`src/rtl/core/bdpc_pkg.sv`:
```
package bdpc_pkg;

   localparam int TIME_WIDTH = 32;
   localparam int CFG_WIDTH = 16;
   localparam int CSR_INDEX_WIDTH = 2;

   localparam logic [CSR_INDEX_WIDTH-1:0] CSR_DEBOUNCE_TIME = 2'd0;
   localparam logic [CSR_INDEX_WIDTH-1:0] CSR_LONG_PRESS_TIME = 2'd1;
   localparam logic [CSR_INDEX_WIDTH-1:0] CSR_PRESSED_IS_LOW = 2'd2;

   localparam logic [CFG_WIDTH-1:0] DEBOUNCE_TIME_RESET = 16'd110;
   localparam logic [CFG_WIDTH-1:0] LONG_PRESS_TIME_RESET = 16'd800;
   localparam logic PRESSED_IS_LOW_RESET = 1'b1;

   typedef enum logic [1:0] {
      EV_NONE  = 2'd0,
      EV_SHORT = 2'd1,
      EV_LONG  = 2'd2
   } event_type;

   typedef struct packed {
      logic [TIME_WIDTH-1:0] now_ms;
      logic                  level;
   } poll_type;

endpackage

```
`src/rtl/core/button_debounce_press_classifier_top.sv`:
```
// Button debounce and short/long press classifier. Each req transfer is one
// poll (millisecond timestamp and raw pin level) and yields exactly one rsp
// transfer carrying an event code: 0 none, 1 short press on release, 2 long
// press while held. Polls are taken one per clock while rsp_ready is high; a
// result is offered once its poll has passed the input register, where the
// combinational classify logic works on it, and then the result register,
// which takes the event once it has room. Results come out in poll order, and a
// stalled rsp side holds polls back. Time differences wrap modulo 2^32. Write
// debounce_time (index 0), long_press_time (index 1) and pressed_is_low
// (index 2) only while no poll is in flight; other indexes are ignored.
module button_debounce_press_classifier_top (
   input  logic                                 clock,
   input  logic                                 reset,
   input  logic                                 req_valid,
   output logic                                 req_ready,
   input  logic [bdpc_pkg::TIME_WIDTH-1:0]      req_now_ms,
   input  logic                                 req_level,
   output logic                                 rsp_valid,
   input  logic                                 rsp_ready,
   output logic [1:0]                           rsp_press_event,
   input  logic                                 csr_write_en,
   input  logic [bdpc_pkg::CSR_INDEX_WIDTH-1:0] csr_index,
   input  logic [bdpc_pkg::CFG_WIDTH-1:0]       csr_write_data
);
   import bdpc_pkg::*;

   logic      item_valid;
   poll_type  item;
   logic      out_free;
   logic      take;
   event_type press_event;

   // a poll moves on once the result register has room
   assign take = item_valid && out_free;

   bdpc_in_stage u_in_stage (
      .clock      (clock),
      .reset      (reset),
      .req_valid  (req_valid),
      .req_ready  (req_ready),
      .req_now_ms (req_now_ms),
      .req_level  (req_level),
      .take       (take),
      .item_valid (item_valid),
      .item       (item)
   );

   bdpc_classify u_classify (
      .clock          (clock),
      .reset          (reset),
      .csr_write_en   (csr_write_en),
      .csr_index      (csr_index),
      .csr_write_data (csr_write_data),
      .take           (take),
      .item           (item),
      .press_event    (press_event)
   );

   bdpc_out_stage u_out_stage (
      .clock           (clock),
      .reset           (reset),
      .load            (take),
      .press_event     (press_event),
      .out_free        (out_free),
      .rsp_valid       (rsp_valid),
      .rsp_ready       (rsp_ready),
      .rsp_press_event (rsp_press_event)
   );

endmodule

```
`src/rtl/core/bdpc_in_stage.sv`:
```
module bdpc_in_stage (
   input  logic                             clock,
   input  logic                             reset,
   input  logic                             req_valid,
   output logic                             req_ready,
   input  logic [bdpc_pkg::TIME_WIDTH-1:0]  req_now_ms,
   input  logic                             req_level,
   input  logic                             take,
   output logic                             item_valid,
   output bdpc_pkg::poll_type               item
);
   import bdpc_pkg::*;

   logic     valid_ff;
   logic     valid_in;
   poll_type poll_ff;
   logic     load;

   assign req_ready = !valid_ff || take;
   assign load = req_valid && req_ready;
   assign valid_in = load || (valid_ff && !take);

   always_ff @(posedge clock) begin
      if (reset) begin
         valid_ff <= 1'b0;
      end else begin
         valid_ff <= valid_in;
      end
   end

   always_ff @(posedge clock) begin
      if (load) begin
         poll_ff.now_ms <= req_now_ms;
         poll_ff.level <= req_level;
      end
   end

   assign item_valid = valid_ff;
   assign item = poll_ff;

endmodule

```
`src/rtl/core/bdpc_classify.sv`:
```
module bdpc_classify (
   input  logic                                 clock,
   input  logic                                 reset,
   input  logic                                 csr_write_en,
   input  logic [bdpc_pkg::CSR_INDEX_WIDTH-1:0] csr_index,
   input  logic [bdpc_pkg::CFG_WIDTH-1:0]       csr_write_data,
   input  logic                                 take,
   input  bdpc_pkg::poll_type                   item,
   output bdpc_pkg::event_type                  press_event
);
   import bdpc_pkg::*;

   logic [CFG_WIDTH-1:0]  debounce_time_ff;
   logic [CFG_WIDTH-1:0]  long_press_time_ff;
   logic                  pressed_is_low_ff;

   logic                  last_raw_ff, last_raw_in;
   logic [TIME_WIDTH-1:0] change_time_ff, change_time_in;
   logic                  stable_level_ff, stable_level_in;
   logic [TIME_WIDTH-1:0] press_start_ff, press_start_in;
   logic                  long_reported_ff, long_reported_in;

   logic [TIME_WIDTH-1:0] since_change;
   logic [TIME_WIDTH-1:0] since_press;
   logic                  bouncing;
   logic                  pressed_now;
   event_type             event_val;

   always_ff @(posedge clock) begin
      if (reset) begin
         debounce_time_ff <= DEBOUNCE_TIME_RESET;
         long_press_time_ff <= LONG_PRESS_TIME_RESET;
         pressed_is_low_ff <= PRESSED_IS_LOW_RESET;
      end else if (csr_write_en) begin
         unique case (csr_index)
            CSR_DEBOUNCE_TIME:   debounce_time_ff <= csr_write_data;
            CSR_LONG_PRESS_TIME: long_press_time_ff <= csr_write_data;
            CSR_PRESSED_IS_LOW:  pressed_is_low_ff <= csr_write_data[0];
            default: ;
         endcase
      end
   end

   always_comb begin
      last_raw_in = item.level;
      change_time_in = (item.level != last_raw_ff) ? item.now_ms : change_time_ff;
      since_change = item.now_ms - change_time_in;
      bouncing = since_change < {{(TIME_WIDTH-CFG_WIDTH){1'b0}}, debounce_time_ff};

      stable_level_in = stable_level_ff;
      press_start_in = press_start_ff;
      long_reported_in = long_reported_ff;
      event_val = EV_NONE;
      pressed_now = (item.level != pressed_is_low_ff);
      since_press = '0;

      if (!bouncing) begin
         if (stable_level_ff != item.level) begin
            stable_level_in = item.level;
            if (pressed_now) begin
               press_start_in = item.now_ms;
               long_reported_in = 1'b0;
            end else if (!long_reported_ff) begin
               event_val = EV_SHORT;
            end
         end
         // long press check on the level as it stands after this poll
         since_press = item.now_ms - press_start_in;
         if (event_val == EV_NONE && (stable_level_in != pressed_is_low_ff)
               && !long_reported_in
               && since_press >= {{(TIME_WIDTH-CFG_WIDTH){1'b0}}, long_press_time_ff}) begin
            long_reported_in = 1'b1;
            event_val = EV_LONG;
         end
      end
   end

   always_ff @(posedge clock) begin
      if (reset) begin
         last_raw_ff <= !PRESSED_IS_LOW_RESET ? 1'b0 : 1'b1;
         change_time_ff <= '0;
         stable_level_ff <= !PRESSED_IS_LOW_RESET ? 1'b0 : 1'b1;
         press_start_ff <= '0;
         long_reported_ff <= 1'b0;
      end else if (take) begin
         last_raw_ff <= last_raw_in;
         change_time_ff <= change_time_in;
         stable_level_ff <= stable_level_in;
         press_start_ff <= press_start_in;
         long_reported_ff <= long_reported_in;
      end
   end

   assign press_event = event_val;

`ifndef ASSERT_OFF
   a_long_sets_flag: assert property (@(posedge clock) disable iff (reset)
      take && event_val == EV_LONG |=> long_reported_ff)
      else $error("long press left the reported flag clear");

   a_short_needs_no_long: assert property (@(posedge clock) disable iff (reset)
      take && event_val == EV_SHORT |-> !long_reported_ff && stable_level_ff != item.level)
      else $error("short press without a stable release");

   a_idle_holds_state: assert property (@(posedge clock) disable iff (reset)
      !take |=> $stable(stable_level_ff) && $stable(press_start_ff)
         && $stable(long_reported_ff))
      else $error("press state moved without a transfer");

   a_bounce_no_event: assert property (@(posedge clock) disable iff (reset)
      take && bouncing |-> event_val == EV_NONE)
      else $error("event reported while the level is still bouncing");
`endif

endmodule

```
`src/rtl/core/bdpc_out_stage.sv`:
```
module bdpc_out_stage (
   input  logic                clock,
   input  logic                reset,
   input  logic                load,
   input  bdpc_pkg::event_type press_event,
   output logic                out_free,
   output logic                rsp_valid,
   input  logic                rsp_ready,
   output logic [1:0]          rsp_press_event
);
   import bdpc_pkg::*;

   logic      valid_ff;
   logic      valid_in;
   event_type event_ff;

   assign out_free = !valid_ff || rsp_ready;
   assign valid_in = load || (valid_ff && !rsp_ready);

   always_ff @(posedge clock) begin
      if (reset) begin
         valid_ff <= 1'b0;
      end else begin
         valid_ff <= valid_in;
      end
   end

   always_ff @(posedge clock) begin
      if (load) begin
         event_ff <= press_event;
      end
   end

   assign rsp_valid = valid_ff;
   assign rsp_press_event = event_ff;

endmodule
```
`config.mk`:
```
export PLATFORM = sky130hd
export DESIGN_NAME = button_debounce_press_classifier_top
export DESIGN_NICKNAME = d
export VERILOG_FILES = /design/src/rtl/core/bdpc_pkg.sv /design/src/rtl/core/button_debounce_press_classifier_top.sv /design/src/rtl/core/bdpc_in_stage.sv /design/src/rtl/core/bdpc_classify.sv /design/src/rtl/core/bdpc_out_stage.sv
export SDC_FILE = /design/constraint.sdc
export NUM_CORES = 1
export LEC_CHECK = 0
export BUFFER_PORTS_ARGS = -buffer_cell sky130_fd_sc_hd__buf_2
export CORE_AREA = 2 2 118 149
export DETAILED_ROUTE_END_ITERATION = 12
export DIE_AREA = 0 0 120 151
export HOLD_SLACK_MARGIN = 0.12
export PLACE_DENSITY = 0.85
export SLEW_MARGIN = 20
export SYNTH_ARGS = -nofsm -noshare
export SYNTH_HDL_FRONTEND = slang
export SYNTH_SLANG_ARGS = --single-unit
```
`constraint.sdc`:
```
create_clock -name clock -period 15.7 [get_ports clock]
set_input_delay 0.785 -clock clock [delete_from_list [all_inputs] [get_ports clock]]
set_output_delay 0.785 -clock clock [all_outputs]
set_load 0.005 [all_outputs]
```
==> impl.org, run 1 <==
** Outcome
- Result of the run :: completed

** STA
- The final count of hold timing violations is 0.
- Setup repair after global routing missed its margin :: no
- Pin slew with the least headroom to its limit :: 0.9780 ns
- Slew Limit Fails :: 0
- Setup violations remaining at the end of the flow were counted as 0.
- Achievable Freq :: 151.9 MHz
- Post-route fraction of the period consumed by the critical path :: 41.94%
- Largest clock skew in the final design :: 0.009692 ns
- Max-slew headroom :: 34.56%
- In the final timing run, aggregate negative setup slack is 0 ns.
- The worst path needs 6.585 ns of the cycle, external delays included.

** Logic synthesis
- Library cell occupying the most area in the post-synthesis netlist :: dfxtp_1
- In the post-synthesis netlist, the cell with the most instances is nand2_1.
- Sequential share of the synthesized area :: 30.34%
- Synthesized area per cell :: 8.335 µm²
- Post-synthesis instance total :: 1,223
- Counting flops and latches in the post-synthesis netlist gives 137.
- Total nets after synthesis :: 1,365
- Commonest cells in the synthesized netlist :: 135 x nand2_1, 115 x nor2_1, 114 x a21oi_1
- Area contributors post-synth :: dfxtp_1 20%, ha_1 10%, edfxtp_1 10%
- The Yosys step of the flow raised 0 warnings.
- Top cell type's share of synthesized area :: 20.03%
- The synthesized netlist contains 82 unique library cells.
- Share of flip-flops with an asynchronous set or reset after synthesis :: 0%
- Post-synthesis cell area :: 10,190 µm²
- Post-synth top flop :: dfxtp_1
- In this run, synthesis inferred 35 flip-flops with an integrated enable.

** Place
- Buffers placed on the I/O ports in this run total 59.
- The wire-length estimate of the detail-placed layout is 20.24 mm.
- Routability-driven placement finished with a final weighted congestion of 0.9841.

** Final layout
- After filler insertion, the fill cell instance count of the layout stands at 1,332.
- Growth of design area from synthesis to finish :: 9.537%
- The number of antenna diodes in the final layout is 0.
- At the end of the flow, the number of nets in the layout was 1,391.
- Of the cells placed in the final design, the portion with a size suffix greater than 1 is 11.01%.

** Power and ir drop
- Overall power :: 1.200 mW
- Summed over all cells, the static leakage comes to 4.447 nW.
- Power spread over the standard cell area amounts to 107.4 nW/µm².
- Across the VDD grid, the largest voltage drop is 0.00009111 V.

** Critical path
- At the worst endpoint, the arrival time is 6.90 ns.
- Kind of end point of the critical path :: flop
- Start-to-end type of the worst setup path :: flop to flop
- Kind of start point of the critical path :: flop
- Origin of the critical flop-to-flop path :: u_in_stage.item[0]$_DFFE_PP_
- Tracing the worst setup path back leads to its startpoint at u_in_stage.item[0]$_DFFE_PP_.
- Worst Path Max Fanout :: 42
- STA puts the critical path data required time at 16.01 ns.

** Clocking
- TritonCTS clock tree :: yes
- In this run the deepest clock path goes through 2 buffers.
- Worst-skew pair later-pin latency :: 0.43 ns
- Gates resized during post-CTS repair numbered 0.
- The number of clock buffers added by TritonCTS is 17.
- Clock H-tree levels :: 4
- Reg clk slew, reported paths :: 0.06 ns
- In this run the post-CTS setup repair buffer count came out at 0.
- The clock net in this run drives a total of 137 sinks.
- Hold repair after CTS inserted 0 buffers.
- The cell sitting at the root of the clock tree is a clkbuf_16.

** Die
- Die outline area :: 18,120 µm²
- Starting utilization of the core area :: 61.24%
- Total number of placement rows :: 53
- In this run the count of I/O pins placed on the die edge is 60.
- Die width :: 120 µm
- Height of the die :: 151 µm
- Core area :: 16,640 µm²

** Min path
- The min-delay analysis places its worst path in the category flop to flop.
- Hold path startpoint :: u_classify.change_time_ff[20]$_SDFFE_PP0P_

** GRT
- Initial antenna violation count :: 0
- Pin count of the biggest net entering global routing :: 104
- All-layer global routing usage :: 30.72%
- The first global-routing pass estimated 43.99 mm of wire.
- The number of global-route vias before repair came to 8,899.
- Overflow after GRT :: 0

** Routing
- Total length of routed wires :: 27.58 mm
- Once detail routing completed, the nets flagged for antenna violations numbered 0.
- DRC violation count after routing :: 0
- Number of design-rule violations left by the first detailed-router iteration :: 882
- In the final routed layout, each cell accounts on average for 18.61 µm.
- First drt pass iteration count :: 5
- Across all layers, the routed design uses 9,445 vias.
- Using the TritonRoute via totals, the vias-per-cell ratio works out to 6.373.

** Flow run
- Max-cap violations in this run came to 0.
[cells by family after synthesis]
kind of cell | Yosys count | share of synthesized area (%)
mux | 60 | 5.941
xor+xnor | 48 | 4.124
flops | 137 | 30.34
fa+ha+maj | 89 | 10.94
simple gates | 410 | 19.15
buf+inv | 111 | 4.640
compound gates | 368 | 24.87
[layout by cell type, fill, tap and decap left out, drive strengths merged, types with 4 or more instances in the layout]
| cell | instances |
|---|---|
| nand2 | 135 |
| nor2 | 116 |
| a21oi | 114 |
| dfxtp | 102 |
| ha | 85 |
| buf | 63 |
| o21ai | 63 |
| inv | 57 |
| mux2i | 56 |
| a211oi | 52 |
| edfxtp | 35 |
| a21o | 34 |
| xor2 | 28 |
| nand3 | 25 |
| nor3 | 25 |
| nor2b | 24 |
| nand2b | 21 |
| xnor2 | 20 |
| clkbuf | 18 |
| a211o | 12 |
| o31ai | 10 |
| and3 | 9 |
| nor4 | 8 |
| nand4 | 8 |
| o211ai | 8 |
| and2 | 7 |
| o21bai | 7 |
| o2111ai | 7 |
| clkinv | 7 |
| o22ai | 6 |
| a221oi | 6 |
| o21a | 5 |
| a31oi | 5 |
| nand3b | 5 |
| a2111oi | 5 |
| o31a | 5 |
| and4 | 4 |
| a31o | 4 |
| mux2 | 4 |
[sequential cells by signal, indices dropped and copies added, names as in the netlist]
name                           cells
u_in_stage.item                   33
u_classify.change_time_ff         32
u_classify.press_start_ff         32
u_classify.debounce_time_ff       16
u_classify.long_press_time_ff     16
u_out_stage.rsp_press_event        2
u_classify.last_raw_ff             1
u_classify.long_reported_ff        1
u_classify.pressed_is_low_ff       1
u_classify.stable_level_ff         1
u_in_stage.item_valid              1
u_out_stage.rsp_valid              1
[worst max-delay path, cell delays in order (launching register included)]
cell and delay, ns:
edfxtp_1 0.57, ha_1 0.47, nand2b_2 0.61, o21ai_0 0.47, ha_1 0.27, nor2b_1 0.15, a211oi_1 0.08, o311a_1 0.41
nor2_1 0.41, o21ai_0 0.22, a31o_2 0.28, ha_1 0.29, a21o_1 0.18, a211oi_1 0.21, o21ai_0 0.13, a21oi_1 0.27
nor2_1 0.08, or4b_1 0.51, a2111oi_0 0.31, nand4bb_1 0.17, o311ai_1 0.28, nand2_1 0.08
[power by group]
| part | internal (mW) | switching [mW] | total [mW] | leakage (nW) |
|---|---|---|---|---|
| Clock | 0.234 | 0.159 | 0.393 | 0.277 |
| Combinational | 0.163 | 0.242 | 0.406 | 2.99 |
| Sequential | 0.382 | 0.0185 | 0.401 | 1.18 |
| Total | 0.780 | 0.420 | 1.20 | 4.45 |
[routing by layer]
layer	part of all wire (%)	vias to the layer above	routed length (µm)	GRT usage [%]
li1	-	4539	-	-
met1	41	4406	11300	36.59
met2	48	386	13350	52.78
met3	5.3	114	1455	4.895
met4	5.3	0	1475	17.18
met5	0	-	0	0
[area by class of cell]
type / instances / area (µm²) / share of cell area [%]
clock buffer: 18 / 429.2 / 3.844
clock inverter: 14 / 150.1 / 1.345
inverter: 55 / 206.4 / 1.849
multi-input combinational: 975 / 6680 / 59.83
sequential: 137 / 3093 / 27.70
tap: 220 / 275.3 / 2.465
timing repair buffer: 63 / 331.6 / 2.970
[final timing paths]
check	to	slack, ns	cells after the start
setup / recovery	u_classify.long_reported_ff$_SDFFE_PP0P_	9.12	21
hold / removal	u_classify.change_time_ff[20]$_SDFFE_PP0P_	0.46	2
setup reg to reg	u_classify.long_reported_ff$_SDFFE_PP0P_	9.12	21
hold reg to reg	u_classify.change_time_ff[20]$_SDFFE_PP0P_	0.46	2
[through the flow]
stage          area, µm²  hold slack, ns  worst slack (ns)  utilization (%)  cells
2_1_floorplan      10190          0.4336             10.48                -   1223
3_3_place_gp       10560          0.4409             9.553            63.44   1450
3_5_place_dp       10560          0.4465             9.406            63.44   1450
4_1_cts            11140          0.4550             9.262            66.92   1482
5_1_grt            11170          0.4689             8.685            67.08   1482
6_report           11170          0.4555             9.115            67.08   1482
(Power assumes the default switching activity.)
==> run 2, diff against run 1 <==
Settings changed: ABC_AREA set to 1, CORE_AREA 2 2 118 149 to 2 2 120 152, DIE_AREA 0 0 120 151 to 0 0 122 154.
Clock period 15.7 ns to 6.3 ns, I/O delays scaled along.
==> impl.org, run 2 <==
** Logic synthesis
- nand2_1 is the most common cell in the netlist.
- Synthesis Warnings :: 0
- Counting every instance in the synthesized netlist gives 1,647.
- Post-synth top flop :: dfxtp_1
- Share of flip-flops with an asynchronous set or reset after synthesis :: 0%
- Counting every net in the synthesized netlist gives 1,789.
- Area contributors post-synth :: dfxtp_1 19%, nand2_1 16%, ha_1 10%
- Post-synthesis cell area :: 10,600 µm²
- Summing the sequential cell areas from Yosys gives 29.17% of the chip area.
- Commonest cells in the synthesized netlist :: 455 x nand2_1, 262 x inv_1, 167 x nor2_1
- The synthesized design spends more area on one cell type than any other, namely dfxtp_1.
- Synthesized area per cell :: 6.438 µm²
- Number of enable flip-flop cells after synthesis :: 35
- Yosys mapped the design onto 44 distinct sky130hd cell types.
- The share of synthesized area in the top cell type comes to 19.26%.
- Post-synthesis sequential element count :: 137

** Clocking
- The clock tree synthesis step divided the H-tree into 4 levels.
- In this run, post-CTS repair resized a total of 0 instances.
- Sinks on the clock net :: 137
- TritonCTS built the clock tree.
- Clk root buf :: clkbuf_16
- Clock-pin slew was measured on the worst setup and hold paths at 0.06 ns.
- The number of clock buffers added by TritonCTS is 17.
- The later pin in the worst-skew pair is clocked with a latency of 0.43 ns.
- Number of buffers between clock root and the deepest sink :: 2

** Final layout
- Number of inserted diodes :: 0
- Cell area after layout :: 11,980 µm²
- Filler Cells Inserted :: 1,446
- Non-filler cells, final :: 1,958
- Number of nets at the end of the flow :: 1,863
- The top cell types in the final layout, fill and taps aside, are 455 x nand2_1, 262 x inv_1, 167 x nor2_1.
- Commonest non-fill, non-tap cell in the layout :: nand2_1
- Share of final-layout standard cells stronger than drive strength 1 :: 7.439%
- Layout Utilization :: 69.52%
- Relative to the synthesized area, the layout overhead comes to 12.97%.
- Number of flip-flops in the largest register :: 33

** Critical path
- STA classifies the critical path endpoint as a flop.
- Origin of the critical flop-to-flop path :: u_in_stage.item[0]$_DFFE_PP_
- Data on the critical path arrives at its endpoint at 5.46 ns.
- Counting cells, the worst reg-to-reg path comes to 26.
- Setup slack on the worst flop-to-flop path :: 1.19 ns
- Worst flop-to-flop path endpoint :: u_classify.press_start_ff[23]$_SDFFE_PP0P_
- The worst setup path is of the flop to flop kind.
- Cell with the largest stage delay on the worst path :: buf_4
- Delay-heaviest family, CP :: simple AND/OR/NAND/NOR gates
- Count of buffering cells on the critical path with inverters included :: 6
- The largest single stage delay on the critical path is 0.44 ns.
- Kind of start point of the critical path :: flop
- CP Data Required Time :: 6.66 ns
- Of all nets on the critical path, the largest fanout is 63.
- Cell repeated most along the worst path :: nand2_1

** Power and ir drop
- NetSw :: 1.257 mW
- Across the VDD grid, the largest voltage drop is 0.0002057 V.
- Cell internal power dissipation :: 2.115 mW
- P_leak :: 6.117 nW
- Power spread over the standard cell area amounts to 281.5 nW/µm².
- Combinational group share of total power :: 37.6%
- Net switching fraction of the power :: 37.28%
- Of the total power, registers draw 29.9%.
- Overall power :: 3.371 mW
- Of the total power, the clock network draws 32.5%.

** STA
- Setup total negative slack on the finished layout was measured at 0 ns.
- At the pin with the least slew margin, the transition time is 0.9757 ns.
- The max-slew violation count came to 0.
- Setup violations remaining at the end of the flow were counted as 0.
- In this run the tightest slew margin relative to its limit is 34.95%.
- Final critical-path required period :: 5.105 ns
- Of the available clock period, the critical path in the final layout requires 81.04%.
- Largest clock skew in the final design :: 0.01163 ns
- Achievable Freq :: 195.9 MHz
- Setup repair after global routing left no endpoint under its margin.
- The final count of hold timing violations came to 0.

** Routing
- Via count normalized by instance count :: 5.620
- After detailed routing, the total wire length is 31.67 mm.
- First drt pass iteration count :: 7
- Post-DRT Antenna Nets :: 0
- Detail-routed net length per standard cell :: 16.17 µm
- The first routing iteration left 1,214 violations.
- The final route contains 11,000 vias.
- DRC violation count after routing :: 0

** GRT
- Overflow after GRT :: 0
- First-pass GRT wire length :: 49.54 mm
- Entering global routing, the biggest net connects 97 pins.
- The number of global-route vias before repair came to 10,340.
- The initial antenna violation count came to 0.
- Global routing used 33.48% of the available tracks across all layers.

** Place
- At the end of routability-driven placement, the weighted congestion stood at 1.029.
- Placed Instances :: 1,893
- In this run the cell area measured after placement is 11,010 µm².
- Once detailed placement completed, the half-perimeter wirelength came to 23.25 mm.
- Buffers placed on the I/O ports in this run total 59.

** Min path
- Counting instances, the worst hold path has a depth of 2.
- The path with the worst hold slack has its endpoint at u_in_stage.item_valid$_SDFF_PP0_.
- The worst hold path begins at reset.
- In this run the worst hold path is classified as input port to flop.

** Die
- The die is 154 µm tall.
- Starting utilization of the core area :: 61.54%
- Number of I/O pins :: 60
- After floorplanning, the core was divided into 54 placement rows.
- The die is 122 µm wide.
- Core area :: 17,230 µm²
- Die outline area :: 18,790 µm²

** Outcome
- Result of the run :: completed

** Flow run
- The tool flagged a number of max-cap violations equal to 0.
[run 2: changes by cell type after synthesis, moves of 35 or more]
| cell | previous run | this run |
|---|---|---|
| o211ai_1 | 8 | 43 |
| mux2i_1 | 56 | 0 |
| nand3_1 | 25 | 76 |
| inv_1 | 55 | 262 |
| o21ai_0 | 51 | 128 |
| nor2_1 | 115 | 167 |
| nand2_1 | 135 | 455 |
[run 2: area by class of cell]
class | count | area, µm² | area share, %
multi-input combinational | 1189 | 6254 | 52.21
inverter | 278 | 1046 | 8.733
tap | 224 | 280.3 | 2.340
clock inverter | 13 | 201.4 | 1.682
sequential | 137 | 3093 | 25.82
clock buffer | 19 | 432.9 | 3.614
timing repair buffer | 98 | 670.6 | 5.599
[run 2: routing by layer]
metal | vias to the layer above | global-route usage (%) | part of all wire (%)
met5 | - | 0 | 0
met1 | 4916 | 37.89 | 39
met3 | 134 | 4.414 | 6.0
li1 | 5443 | - | -
met2 | 510 | 59.06 | 49
met4 | 0 | 20.09 | 6.1
[run 2: cell families after synthesis]
logic type | count (synthesis) | synth area share [%]
adders and majority gates | 86 | 10.22
and+or+nand+nor | 756 | 29.27
AOI/OAI and AO/OA | 310 | 16.44
buffers and inverters | 321 | 11.85
xor gates and xnor gates | 37 | 3.056
DFF | 137 | 29.17
[run 2: worst max path at each step]
stage                                                              end                    startpoint  depth (start not counted)  slack (ns)
final                       u_classify.press_start_ff[23]$_SDFFE_PP0P_  u_in_stage.item[0]$_DFFE_PP_                         26        1.19
after global routing         u_classify.press_start_ff[2]$_SDFFE_PP0P_  u_in_stage.item[0]$_DFFE_PP_                         26        0.73
after CTS                      u_classify.stable_level_ff$_SDFFE_PP1P_  u_in_stage.item[0]$_DFFE_PP_                         25        1.27
after detailed placement       u_classify.stable_level_ff$_SDFFE_PP1P_  u_in_stage.item[0]$_DFFE_PP_                         25        1.29
after global placement         u_classify.stable_level_ff$_SDFFE_PP1P_  u_in_stage.item[0]$_DFFE_PP_                         25        1.38
after floorplan           u_out_stage.rsp_press_event[1]$_SDFFCE_PN0P_  u_in_stage.item[0]$_DFFE_PP_                         35        2.17
[run 2: stage by stage]
step,hold slack (ns),setup slack (ns)
finish,0.1413,1.195
floorplan,0.3841,2.172
global placement,0.4478,1.381
global route,0.1626,0.7332
CTS,0.1320,1.265
detailed placement,0.4643,1.285
[run 2: power groups by stage]
stage / Combinational, mW / Sequential, mW / Clock, mW
floorplan: 0.933 / 1.00 / 0
global placement: 1.18 / 1.02 / 0
detailed placement: 1.21 / 1.02 / 0
CTS: 1.24 / 1.00 / 1.09
global route: 1.43 / 1.01 / 1.13
finish: 1.27 / 1.01 / 1.10
[run 2: repair_timing]
| action | in CTS | in global routing |
|---|---|---|
| hold buffers | 33 | 0 |
| endpoints found under the hold margin | 33 | 0 |
| buffers inserted | 0 | 0 |
| endpoints found under the setup margin | 0 | 0 |
==> run 3, diff against run 2 <==
Clock period 6.3 ns to 5.2 ns, I/O delays scaled along.
==> impl.org, run 3 (same netlist as run 2, synthesis figures left out) <==
** Power and ir drop
- Part of the total power dissipated in the clock network :: 32.9%
- NetSw :: 1.526 mW
- P_leak :: 6.168 nW
- Across the VDD grid, the largest voltage drop is 0.0002734 V.
- Combinational group share of total power :: 37.5%
- Internal power comes to 2.588 mW.
- Total power density per cell area :: 340.5 nW/µm²
- Of the total power, registers draw 29.6%.
- Net switching fraction of the power :: 37.10%
- Overall power :: 4.114 mW

** Routing
- The first routing iteration left 1,066 violations.
- Wires add up to 32.35 mm.
- After detailed routing, the average wire length per cell comes to 16.46 µm.
- The final route contains 10,960 vias.
- For this run, design rule violations remaining after detail routing come to 0.
- The pre-antenna-repair detailed-routing pass consisted of 6 iterations.
- Via count normalized by instance count :: 5.578
- In this run the remaining antenna-violating nets after routing total 0.

** Critical path
- Worst Path Max Fanout :: 63
- On the worst path, the slowest cell contributes a delay of 0.41 ns.
- Data arrival time at the worst-slack endpoint :: 5.07 ns
- Path depth of the worst reg2reg path :: 25
- Origin of the critical flop-to-flop path :: u_in_stage.item[0]$_DFFE_PP_
- For this design, the slowest cell found on the critical path is edfxtp_1.
- In this design, the critical path's most frequently occurring cell is nand2_1.
- The endpoint identified for the worst register-to-register timing path is u_classify.press_start_ff[18]$_SDFFE_PP0P_.
- Start-to-end type of the worst setup path :: flop to flop
- Kind of end point of the critical path :: flop
- The worst register-to-register path has a setup slack of 0.49 ns.
- CP Data Required Time :: 5.57 ns
- STA classifies the critical path startpoint as a flop.

** Die
- Total number of placement rows :: 54
- Core area :: 17,230 µm²
- In this run the count of I/O pins placed on the die edge is 60.
- In this run the vertical extent of the chip is 154 µm.
- The floorplan step defined a die boundary enclosing 18,790 µm².
- Die width :: 122 µm
- Starting utilization of the core area :: 61.54%

** Clocking
- TritonCTS clock tree :: yes
- The longest clock path from root to sink contains 2 buffers.
- For this design, the sink count on the clock tree is 137.
- Reg clk slew, reported paths :: 0.06 ns
- The H-tree generated during clock tree synthesis spans 4 levels.
- Worst-skew pair later-pin latency :: 0.43 ns
- TritonCTS created 17 clock buffers.
- Clk root buf :: clkbuf_16

** GRT
- Pin count of the biggest net entering global routing :: 78
- The initial antenna violation count was 1.
- For this run, the total global-route usage over all layers was measured as 34.86%.
- Overflow after GRT :: 0
- The first global-routing pass estimated 51.29 mm of wire.
- The number of global-route vias before repair came to 10,540.

** Final layout
- Relative to the synthesized area, the layout overhead comes to 13.95%.
- In the final layout, the multi-input gates occupy 6254 µm².
- Leading cell types in the layout, fill and taps excluded :: 455 x nand2_1, 261 x inv_1, 167 x nor2_1
- Share of final-layout standard cells stronger than drive strength 1 :: 7.644%
- After the last flow step, the layout net total stands at 1,869.
- Leaving out fill and tap cells, the most frequent cell in the layout is nand2_1.
- Cell area after layout :: 12,080 µm²
- Number of flip-flops in the largest register :: 33
- Fill cells in the final layout number 1,457.
- Summing all flip-flop and latch instances after layout gives 3093 µm².

** STA
- The max-slew violation count was 0.
- Max-slew headroom :: 44.31%
- Setup repair after global routing missed its margin :: no
- Final count of hold timing violations :: 0
- Dividing the final minimum period by the clock period gives 90.48%.
- Based on the critical path, the design can be clocked at up to 212.5 MHz.
- Pin slew with the least headroom to its limit :: 0.8267 ns
- Final critical-path required period :: 4.705 ns
- For the final database, setup skew stands at 0.01038 ns.
- Summed over all failing endpoints, the final setup total negative slack is 0 ns.
- Number of setup violations in the final report :: 0

** Outcome
- Result of the run :: completed

** Place
- HPWL after detailed placement :: 23.67 mm
- Number of buffers inserted by port buffering :: 59
- Routability-driven placement congestion ratio :: 0.9806
- After detailed placement, the total cell area comes to 11,020 µm².

** Min path
- Hold path startpoint :: csr_write_data[3]
- The tightest min-delay check is of the input port to flop type.
- The worst hold path was traced through 3 stages.
- For hold timing, the worst endpoint is u_classify.debounce_time_ff[3]$_SDFFE_PP1P_.

** Flow run
- The tool flagged a number of max-cap violations equal to 0.
==> run 3: worst max path at each step <==
stage	start	end	slack, ns	cells after the start
final	u_in_stage.item[0]$_DFFE_PP_	u_classify.press_start_ff[18]$_SDFFE_PP0P_	0.49	25
after global routing	u_in_stage.item[0]$_DFFE_PP_	u_out_stage.rsp_press_event[0]$_SDFFCE_PP0P_	0.01	30
after CTS	u_in_stage.item[0]$_DFFE_PP_	u_classify.press_start_ff[18]$_SDFFE_PP0P_	0.31	25
after detailed placement	u_in_stage.item[0]$_DFFE_PP_	u_classify.stable_level_ff$_SDFFE_PP1P_	0.39	24
after global placement	u_in_stage.item[0]$_DFFE_PP_	u_out_stage.rsp_press_event[1]$_SDFFCE_PN0P_	0.61	26
after floorplan	u_in_stage.item[0]$_DFFE_PP_	u_out_stage.rsp_press_event[1]$_SDFFCE_PN0P_	1.07	35
==> run 3: stage by stage <==
| step | worst slack [ns] | utilization [%] | instances | hold slack, ns |
|---|---|---|---|---|
| after floorplan | 1.072 | - | 1647 | 0.3291 |
| after global placement | 0.6108 | 63.97 | 1894 | 0.4359 |
| after detailed placement | 0.3908 | 63.97 | 1894 | 0.4381 |
| after CTS | 0.3122 | 70.01 | 1964 | 0.1209 |
| after global routing | 0.01297 | 70.12 | 1965 | 0.1417 |
| final | 0.4950 | 70.12 | 1965 | 0.1432 |
==> run 3: area by class of cell <==
cell class	instances	share of cell area (%)
Timing Repair Buffer	104	6.121
Tap cell	224	2.320
Clock inverter	8	1.046
Inverter	278	8.699
Clock buffer	24	4.432
Sequential cell	137	25.60
Multi-Input combinational cell	1189	51.76
Antenna cell	1	0.02071
==> run 3: power groups by stage <==
stage	combinational, mW	sequential, mW	clock, mW
6_report	1.54	1.22	1.35
5_1_grt	1.74	1.22	1.40
4_1_cts	1.51	1.21	1.35
3_5_place_dp	1.46	1.24	0
3_3_place_gp	1.43	1.23	0
2_1_floorplan	1.13	1.22	0
==> run 3: repair_timing <==
item,4_1_cts,5_1_grt
resized for setup,0,5
buffers inserted,0,0
endpoints found under the setup margin,0,35
hold buffers,38,0
hold endpoints to repair,39,0
==> run 3: metal layers <==
metal  wire length [µm]  up-vias  track usage, %  part of all wire, %
met2              15850      450           61.11                   49
li1                   -     5465               -                    -
met1              12690     4933           39.85                   39
met3               1957      113           4.970                  6.1
met4               1854        0           20.20                  5.7
met5                  0        -               0                    0
==> run 3: critical path: cells and delay by family (launching register included) <==
family,cells,cell delay [ns]
DFF,1,0.41
xor gates and xnor gates,1,0.19
adders and majority gates,2,0.63
and+or+nand+nor,12,1.87
buffers and inverters,5,0.78
AOI/OAI and AO/OA,5,0.75
